### src/hw/rtl/dswr_pkg.sv
// shared types and constants for the data stack with roll
`default_nettype none

package dswr_pkg;

    localparam int STACK_DEPTH = 16;
    localparam int CNT_W       = $clog2(STACK_DEPTH + 1);
    localparam int IDX_W       = (STACK_DEPTH > 1) ? $clog2(STACK_DEPTH) : 1;
    localparam int WORD_W      = 32;
    localparam int DEPTH_W     = 8;

    localparam logic signed [WORD_W-1:0] EMPTY_WORD = '1;

    typedef enum logic [1:0] {
        OP_PUSH = 2'd0,
        OP_POP  = 2'd1,
        OP_PEEK = 2'd2,
        OP_ROLL = 2'd3
    } opcode_t;

    typedef enum logic [1:0] {
        ST_OK    = 2'd0,
        ST_EMPTY = 2'd1,
        ST_FULL  = 2'd2
    } status_t;

    typedef struct packed {
        opcode_t                    opcode;
        logic signed [WORD_W-1:0]   push_value;
        logic        [DEPTH_W-1:0]  roll_depth;
    } in_item_t;

    typedef struct packed {
        logic signed [WORD_W-1:0]   read_value;
        status_t                    status;
    } out_item_t;

endpackage

`default_nettype wire

### src/hw/rtl/dswr_in_reg.sv
// input register stage of the data stack
`default_nettype none

module dswr_in_reg (
    input  wire logic               aclk,
    input  wire logic               aresetn,
    input  wire logic               s_valid,
    output logic                    s_ready,
    input  wire dswr_pkg::in_item_t s_data,
    output logic                    item_valid,
    output dswr_pkg::in_item_t      item_data,
    input  wire logic               item_take
);
    import dswr_pkg::*;

    logic     valid_reg;
    logic     valid_next;
    in_item_t data_reg;

    assign s_ready    = !valid_reg || item_take;
    assign valid_next = s_ready ? s_valid : valid_reg;

    always_ff @(posedge aclk) begin
        if (!aresetn) begin
            valid_reg <= 1'b0;
        end else begin
            valid_reg <= valid_next;
        end
    end

    always_ff @(posedge aclk) begin
        if (s_valid && s_ready) begin
            data_reg <= s_data;
        end
    end

    assign item_valid = valid_reg;
    assign item_data  = data_reg;

endmodule

`default_nettype wire

### src/hw/rtl/dswr_stack.sv
// top-aligned stack cells with push, pop, peek and roll logic
`default_nettype none

module dswr_stack (
    input  wire logic               aclk,
    input  wire logic               aresetn,
    input  wire logic               op_en,
    input  wire dswr_pkg::in_item_t op_item,
    output dswr_pkg::out_item_t     op_result
);
    import dswr_pkg::*;

    localparam int RD_W = (CNT_W > DEPTH_W) ? CNT_W : DEPTH_W;

    logic [WORD_W-1:0] entry_reg  [STACK_DEPTH];
    logic [WORD_W-1:0] entry_next [STACK_DEPTH];
    logic [CNT_W-1:0]  count_reg;
    logic [CNT_W-1:0]  count_next;

    logic              empty;
    logic              full;
    logic [RD_W-1:0]   depth_ext;
    logic [RD_W-1:0]   top_ext;
    logic [RD_W-1:0]   depth_clamp;
    logic [IDX_W-1:0]  roll_sel;
    logic              roll_active;
    logic [WORD_W-1:0] moved;

    assign empty       = (count_reg == '0);
    assign full        = (count_reg == CNT_W'(STACK_DEPTH));
    assign depth_ext   = RD_W'(op_item.roll_depth);
    assign top_ext     = RD_W'(count_reg) - RD_W'(1);
    assign depth_clamp = (depth_ext > top_ext) ? top_ext : depth_ext;
    assign roll_sel    = depth_clamp[IDX_W-1:0];
    assign roll_active = (op_item.opcode == OP_ROLL) && !empty && (depth_clamp != '0);
    assign moved       = entry_reg[roll_sel];

    // entry 0 is the top of the stack
    for (genvar g = 0; g < STACK_DEPTH; g++) begin : g_cell
        always_comb begin
            entry_next[g] = entry_reg[g];
            case (op_item.opcode)
                OP_PUSH: begin
                    if (!full) begin
                        if (g == 0) begin
                            entry_next[g] = op_item.push_value;
                        end else begin
                            entry_next[g] = entry_reg[(g > 0) ? g - 1 : 0];
                        end
                    end
                end
                OP_POP: begin
                    if (!empty && (g < STACK_DEPTH - 1)) begin
                        entry_next[g] = entry_reg[(g < STACK_DEPTH - 1) ? g + 1 : g];
                    end
                end
                OP_ROLL: begin
                    if (roll_active) begin
                        if (g == 0) begin
                            entry_next[g] = moved;
                        end else if (IDX_W'(g) <= roll_sel) begin
                            entry_next[g] = entry_reg[(g > 0) ? g - 1 : 0];
                        end
                    end
                end
                default: begin
                    entry_next[g] = entry_reg[g];
                end
            endcase
        end
    end

    always_comb begin
        count_next           = count_reg;
        op_result.read_value = '0;
        op_result.status     = ST_OK;
        case (op_item.opcode)
            OP_PUSH: begin
                if (full) begin
                    op_result.status = ST_FULL;
                end else begin
                    count_next = count_reg + CNT_W'(1);
                end
            end
            OP_POP, OP_PEEK: begin
                if (empty) begin
                    op_result.read_value = EMPTY_WORD;
                    op_result.status     = ST_EMPTY;
                end else begin
                    op_result.read_value = entry_reg[0];
                    if (op_item.opcode == OP_POP) begin
                        count_next = count_reg - CNT_W'(1);
                    end
                end
            end
            default: begin
                count_next = count_reg;
            end
        endcase
    end

    always_ff @(posedge aclk) begin
        if (!aresetn) begin
            count_reg <= '0;
        end else if (op_en) begin
            count_reg <= count_next;
        end
    end

    always_ff @(posedge aclk) begin
        if (op_en) begin
            entry_reg <= entry_next;
        end
    end

endmodule

`default_nettype wire

### src/hw/rtl/dswr_out_reg.sv
// result register stage of the data stack
`default_nettype none

module dswr_out_reg (
    input  wire logic                aclk,
    input  wire logic                aresetn,
    input  wire logic                res_valid,
    output logic                     res_ready,
    input  wire dswr_pkg::out_item_t res_data,
    output logic                     m_valid,
    input  wire logic                m_ready,
    output dswr_pkg::out_item_t      m_data
);
    import dswr_pkg::*;

    logic      valid_reg;
    logic      valid_next;
    out_item_t data_reg;

    assign res_ready  = !valid_reg || m_ready;
    assign valid_next = res_ready ? res_valid : valid_reg;

    always_ff @(posedge aclk) begin
        if (!aresetn) begin
            valid_reg <= 1'b0;
        end else begin
            valid_reg <= valid_next;
        end
    end

    always_ff @(posedge aclk) begin
        if (res_valid && res_ready) begin
            data_reg <= res_data;
        end
    end

    assign m_valid = valid_reg;
    assign m_data  = data_reg;

endmodule

`default_nettype wire

### src/hw/rtl/data_stack_with_roll.sv
// top level of the data stack with roll
// usage:
//   input channel s_valid / s_ready / s_data carries one opcode transaction:
//   push, pop, peek or roll an entry to the top
//   result channel m_valid / m_ready / m_data returns exactly one result
//   transaction for every input transaction, in order
// the input register holds an accepted transaction, the stack logic computes its
//   result combinationally and the result register captures it when it has room
// throughput: one transaction per cycle while m_ready stays high; the stack update
//   logic sits between the input register and the result register, and every
//   opcode including a roll is computed combinationally between them
// reset: aresetn low at a clock edge empties the stack and drops any
//   transaction in flight; stack words are not cleared, only the count
// stall: while m_ready is low the result register holds, one more
//   transaction is kept in the input register, then s_ready goes low
// empty pop or peek returns all ones with empty status; a push on a full
//   stack is dropped with full status; roll depth past the bottom takes
//   the bottom entry
`default_nettype none

module data_stack_with_roll (
    input  wire logic                aclk,
    input  wire logic                aresetn,
    input  wire logic                s_valid,
    output logic                     s_ready,
    input  wire dswr_pkg::in_item_t  s_data,
    output logic                     m_valid,
    input  wire logic                m_ready,
    output dswr_pkg::out_item_t      m_data
);
    import dswr_pkg::*;

    logic      item_valid;
    in_item_t  item_data;
    logic      res_ready;
    logic      advance;
    out_item_t res_data;

    assign advance = item_valid && res_ready;

    dswr_in_reg u_in_reg (
        .aclk       (aclk),
        .aresetn    (aresetn),
        .s_valid    (s_valid),
        .s_ready    (s_ready),
        .s_data     (s_data),
        .item_valid (item_valid),
        .item_data  (item_data),
        .item_take  (advance)
    );

    dswr_stack u_stack (
        .aclk      (aclk),
        .aresetn   (aresetn),
        .op_en     (advance),
        .op_item   (item_data),
        .op_result (res_data)
    );

    dswr_out_reg u_out_reg (
        .aclk      (aclk),
        .aresetn   (aresetn),
        .res_valid (item_valid),
        .res_ready (res_ready),
        .res_data  (res_data),
        .m_valid   (m_valid),
        .m_ready   (m_ready),
        .m_data    (m_data)
    );

endmodule

`default_nettype wire
### config.mk
export PLATFORM = sky130hd
export DESIGN_NAME = data_stack_with_roll
export DESIGN_NICKNAME = d
export VERILOG_FILES = /design/src/hw/rtl/dswr_pkg.sv /design/src/hw/rtl/dswr_in_reg.sv /design/src/hw/rtl/dswr_stack.sv /design/src/hw/rtl/dswr_out_reg.sv /design/src/hw/rtl/data_stack_with_roll.sv
export SDC_FILE = /design/constraint.sdc
export NUM_CORES = 1
export LEC_CHECK = 0
export BUFFER_PORTS_ARGS = -buffer_cell sky130_fd_sc_hd__buf_2
export CAP_MARGIN = 5
export CORE_MARGIN = 1
export CORE_UTILIZATION = 33
export CTS_CLUSTER_DIAMETER = 100
export DETAILED_ROUTE_END_ITERATION = 6
export SYNTH_ARGS = -nofsm -noshare
export SYNTH_HDL_FRONTEND = slang
export SYNTH_HIERARCHICAL = 1
export SYNTH_SLANG_ARGS = --single-unit
### constraint.sdc
create_clock -name aclk -period 8.5 [get_ports aclk]
set_clock_uncertainty 0.1 [all_clocks]
set_input_delay 0.425 -clock aclk [delete_from_list [all_inputs] [get_ports aclk]]
set_output_delay 0.425 -clock aclk [all_outputs]
set_load 0.02 [all_outputs]
==> metrics.log <==
INFO  metric synth-edff-count = slightly below 600
INFO  metric min_period_over_period = 77.2%
INFO  metric pre_antenna_drt_iters = 5
INFO  metric critPathArrivalTime = approximately 6.7 ns
INFO  metric drc = 0
INFO  metric synth_most_common_cell = sky130_fd_sc_hd__edfxtp_1
INFO  metric io-pin-count = 82
INFO  metric clkTransAtPathRegs = approximately 0.060 ns
INFO  metric setup_violations = 0
INFO  metric std_cell_rows = approximately 110
INFO  metric drv_cap = 0
INFO  metric min_delay_path_depth = 2
INFO  metric floorplan.initialDensity = 33.4%
INFO  metric final_net_count = between 2k and 2.5k
INFO  metric critical_path_class = reg2reg
INFO  metric max-clock-path-buffers = 3
INFO  metric final-seq-area = around 18000 sq um
INFO  metric cells_on_worst_reg2reg_path = 16
INFO  metric rrSetupSlack = ~1.9 ns
INFO  metric detail-route-antenna-nets = 0
INFO  metric cts.sink_count = about 600
INFO  metric period_needed = 6.56 ns
INFO  metric type_of_origin_of_the_critical_path = register
INFO  metric yosys.area_share.xor_xnor = 0.212%
INFO  metric vdd.ir_drop.worst = 0.000170 V
INFO  metric flip_flop_count_of_the_largest_register_all_copies_and_words_added = roughly 500
INFO  metric routed_wire_length_per_instance = about 25 um
INFO  metric mappedNetlistArea = a little under 30000 sq um
INFO  metric vias_per_cell = approximately 5.4
INFO  metric synth_top_family_by_area = multiplexers
INFO  metric post-dp-hpwl = 48.6 mm
INFO  metric worst-endpoint-required = 8.60 ns
INFO  metric total_overflow_reported_by_the_global_router = 0
INFO  metric netlist_top_cells_count = sky130_fd_sc_hd__edfxtp_1, sky130_fd_sc_hd__mux2_2, sky130_fd_sc_hd__nand2_1
INFO  metric total_routing_usage_reported_by_global_routing = between 10% and 20%
INFO  metric final-hold-violation-count = 0
INFO  metric yosys_register_bits = roughly 600
INFO  metric postRouteWirelength = approximately 80 mm
INFO  metric tritoncts_clock_tree = done
INFO  metric timing_worst_slew_pin_value = 1.30 ns
INFO  metric run_status = finished clean
INFO  metric route.vias.total = 17.7k
INFO  metric tritoncts.num_buffers = between 60 and 70
INFO  metric startpoint_of_the_worst_register_to_register_path = u_stack/count_reg[0]$_SDFFE_PN0P_
INFO  metric hold_start = aresetn
INFO  metric final_number_of_max_transition_violations = 0
INFO  metric final_layout_size_suffix_gt1_share = 36.5%
INFO  metric leakage = 11.2 nW
INFO  metric post_cts.repair.setup_buffers = 0
INFO  metric ys_seq_area_share = between 60% and 70%
INFO  metric min-delay-path-class = in2reg
INFO  metric ctsRootBufferMaster = sky130_fd_sc_hd__clkbuf_16
INFO  metric core = 86800 sq um
INFO  metric r2r-end = u_stack/entry_reg[349]$_DFFE_PP_
INFO  metric worst_setup_path_end_kind = register
INFO  metric synth_area_per_cell = roughly 15 sq um
INFO  metric maximum_number_of_pins_on_one_net_before_global_route_repair = about 210
INFO  metric unrepaired_setup_endpoints_after_global_routing = false
INFO  metric ys.warnings.count = 6
INFO  metric place_worst_setup_slack = ~1.9 ns
INFO  metric layout.cell_area.non_filler = roughly 34000 sq um
INFO  metric post_synth_and_or_nand_nor_area_fraction = ~4.7%
INFO  metric timing.hold.worst_endpoint = u_in_reg/item_valid$_SDFFE_PN0P_
INFO  metric slew_headroom = 13.2%
INFO  metric compound_gate_fraction_of_synth_area = under 10%
INFO  metric yosys.area_share.adder = less than 1%
INFO  metric drt_first_iter_violations = between 1k and 1.5k
INFO  metric achievable-frequency = between 150 and 200 MHz
INFO  metric grt_pass1_vias = around 18k
INFO  metric yosys.area.top_type = sky130_fd_sc_hd__edfxtp_1
INFO  metric diodes = 0
INFO  metric synth_top_flop_cell = sky130_fd_sc_hd__edfxtp_1
INFO  metric antenna_violations_before_repair = 2
INFO  metric post_synth_main_area_contributors = sky130_fd_sc_hd__edfxtp_1, sky130_fd_sc_hd__mux2_2, sky130_fd_sc_hd__mux2i_1, sky130_fd_sc_hd__mux4_2, sky130_fd_sc_hd__nand2_1
INFO  metric place.gp.congestion = between 0.8 and 0.9
INFO  metric synth_top_cell_area_share = about three fifths
INFO  metric netlist-cell-type-count = 60
INFO  metric die_y = between 200 and 300 um
INFO  metric layout.filler_cells = 8119
INFO  metric layout-area-overhead-vs-synth = 15.9%
INFO  metric multi_input_comb_area = about 11000 sq um
INFO  metric cp_max_fo = 33
INFO  metric grt_pass1_wl = approximately 120 mm
INFO  metric ys_async_sr_fraction = 0%
INFO  metric die_w = 298 um
INFO  metric insertion_delay = ~0.6 ns
INFO  metric setup_tns = 0 ns
INFO  metric place.port_buffers = 81
INFO  metric placed_area = ~31000 sq um
INFO  metric synthCells = slightly below 2k
INFO  metric die-area = about 89000 sq um
INFO  metric synthMuxAreaShare = about a quarter
INFO  metric worst_slack = ~1.9 ns
INFO  metric power_density = about 240 nW/um^2
INFO  metric syn_nets = roughly 2k
INFO  metric max_h_tree_level = 3
-- worst max path at each step --
stage / start / endpoint / slack (ns) / cells after the start
after CTS: u_stack/count_reg[0]$_SDFFE_PN0P_ / u_stack/entry_reg[322]$_DFFE_PP_ / 1.88 / 16
after global routing: u_stack/count_reg[0]$_SDFFE_PN0P_ / u_stack/entry_reg[349]$_DFFE_PP_ / 1.49 / 16
final: u_stack/count_reg[0]$_SDFFE_PN0P_ / u_stack/entry_reg[349]$_DFFE_PP_ / 1.94 / 16
after detailed placement: u_stack/count_reg[0]$_SDFFE_PN0P_ / u_stack/entry_reg[320]$_DFFE_PP_ / 1.90 / 16
after global placement: u_stack/count_reg[0]$_SDFFE_PN0P_ / u_stack/entry_reg[346]$_DFFE_PP_ / 2.02 / 16
after floorplan: u_stack/count_reg[0]$_SDFFE_PN0P_ / u_stack/entry_reg[0]$_DFFE_PP_ / 1.17 / 16
-- critical path, cell delays in order, from the launching register on --
cell                       delay [ns]
sky130_fd_sc_hd__dfxtp_1         0.65
sky130_fd_sc_hd__inv_1           0.27
sky130_fd_sc_hd__ha_1            0.29
sky130_fd_sc_hd__xor2_1          0.35
sky130_fd_sc_hd__inv_1           0.17
sky130_fd_sc_hd__ha_1            0.32
sky130_fd_sc_hd__and4_1          0.19
sky130_fd_sc_hd__nand3_1         0.08
sky130_fd_sc_hd__or4b_4          0.53
sky130_fd_sc_hd__o211ai_4        0.09
sky130_fd_sc_hd__buf_4           0.46
sky130_fd_sc_hd__mux2i_1         0.14
sky130_fd_sc_hd__o21ai_1         0.22
sky130_fd_sc_hd__nand2_1         0.45
sky130_fd_sc_hd__nor2_4          0.22
sky130_fd_sc_hd__buf_4           0.56
sky130_fd_sc_hd__or2_2           1.04
-- logic make-up after synthesis --
kind of cell	count (synthesis)
flip-flops	595
multiplexers	587
XOR/XNOR	7
AND/OR/NAND/NOR	305
adder cells (fa/ha/maj)	16
buffers and inverters	149
AO/OA/AOI/OAI	270
-- power by group --
part / switching [mW] / leakage, nW / internal, mW
sequential: 0.147 / 5.48 / 3.50
combinational: 0.779 / 4.70 / 0.537
clock: 1.20 / 1.07 / 1.75
-- placed cells by master, fill, tap and decap left out, types with 16 or more instances in the layout --
| cell type | count |
|---|---|
| sky130_fd_sc_hd__edfxtp_1 | 588 |
| sky130_fd_sc_hd__mux2_2 | 470 |
| sky130_fd_sc_hd__nand2_1 | 125 |
| sky130_fd_sc_hd__buf_2 | 81 |
| sky130_fd_sc_hd__nor2_1 | 78 |
| sky130_fd_sc_hd__mux2i_1 | 72 |
| sky130_fd_sc_hd__clkbuf_16 | 71 |
| sky130_fd_sc_hd__nand3_1 | 52 |
| sky130_fd_sc_hd__dlygate4sd3_1 | 45 |
| sky130_fd_sc_hd__a21oi_1 | 43 |
| sky130_fd_sc_hd__buf_4 | 43 |
| sky130_fd_sc_hd__mux4_2 | 34 |
| sky130_fd_sc_hd__o21a_1 | 33 |
| sky130_fd_sc_hd__o22ai_1 | 30 |
| sky130_fd_sc_hd__inv_1 | 20 |
| sky130_fd_sc_hd__clkinv_1 | 19 |
| sky130_fd_sc_hd__a221oi_1 | 18 |
| sky130_fd_sc_hd__a22oi_1 | 18 |
| sky130_fd_sc_hd__a211oi_1 | 17 |
| sky130_fd_sc_hd__and2_1 | 16 |
| sky130_fd_sc_hd__o221ai_1 | 16 |
| sky130_fd_sc_hd__a31oi_1 | 16 |
-- what timing repair did --
item | CTS | global route
hold buffers | 45 | 0
endpoints found under the hold margin | 44 | 0
gates resized for setup | 0 | 0
-- per-stage QoR --
| step | hold slack (ns) | power, mW | instances | util (%) |
|---|---|---|---|---|
| 6_report | 0.0336 | 7.90 | 3253 | 38.7 |
| 5_1_grt | 0.0291 | 8.18 | 3253 | 38.7 |
| 4_1_cts | 0.0167 | 7.98 | 3253 | 38.7 |
| 3_5_place_dp | 0.368 | 5.00 | 3085 | 35.6 |
| 3_3_place_gp | 0.358 | 4.98 | 3085 | 35.6 |
| 2_1_floorplan | 0.343 | 4.54 | 1929 | - |
-- layout make-up --
class | count | share of cell area (%)
timing repair buffer | 173 | 3.75
multi-input combinational | 1185 | 32.0
clock buffer | 84 | 5.44
inverter | 22 | 0.246
clock inverter | 39 | 1.17
sequential | 595 | 53.1
tap | 1155 | 4.31
-- routing by layer --
layer	vias to the layer above	share of wire (%)	global-route usage (%)
li1	7833	-	-
met1	9195	42	22.7
met2	555	50	30.6
met3	128	4.5	2.21
met4	0	3.4	6.24
met5	-	0	0
No activity file was read; power rests on OpenSTA's default activity.
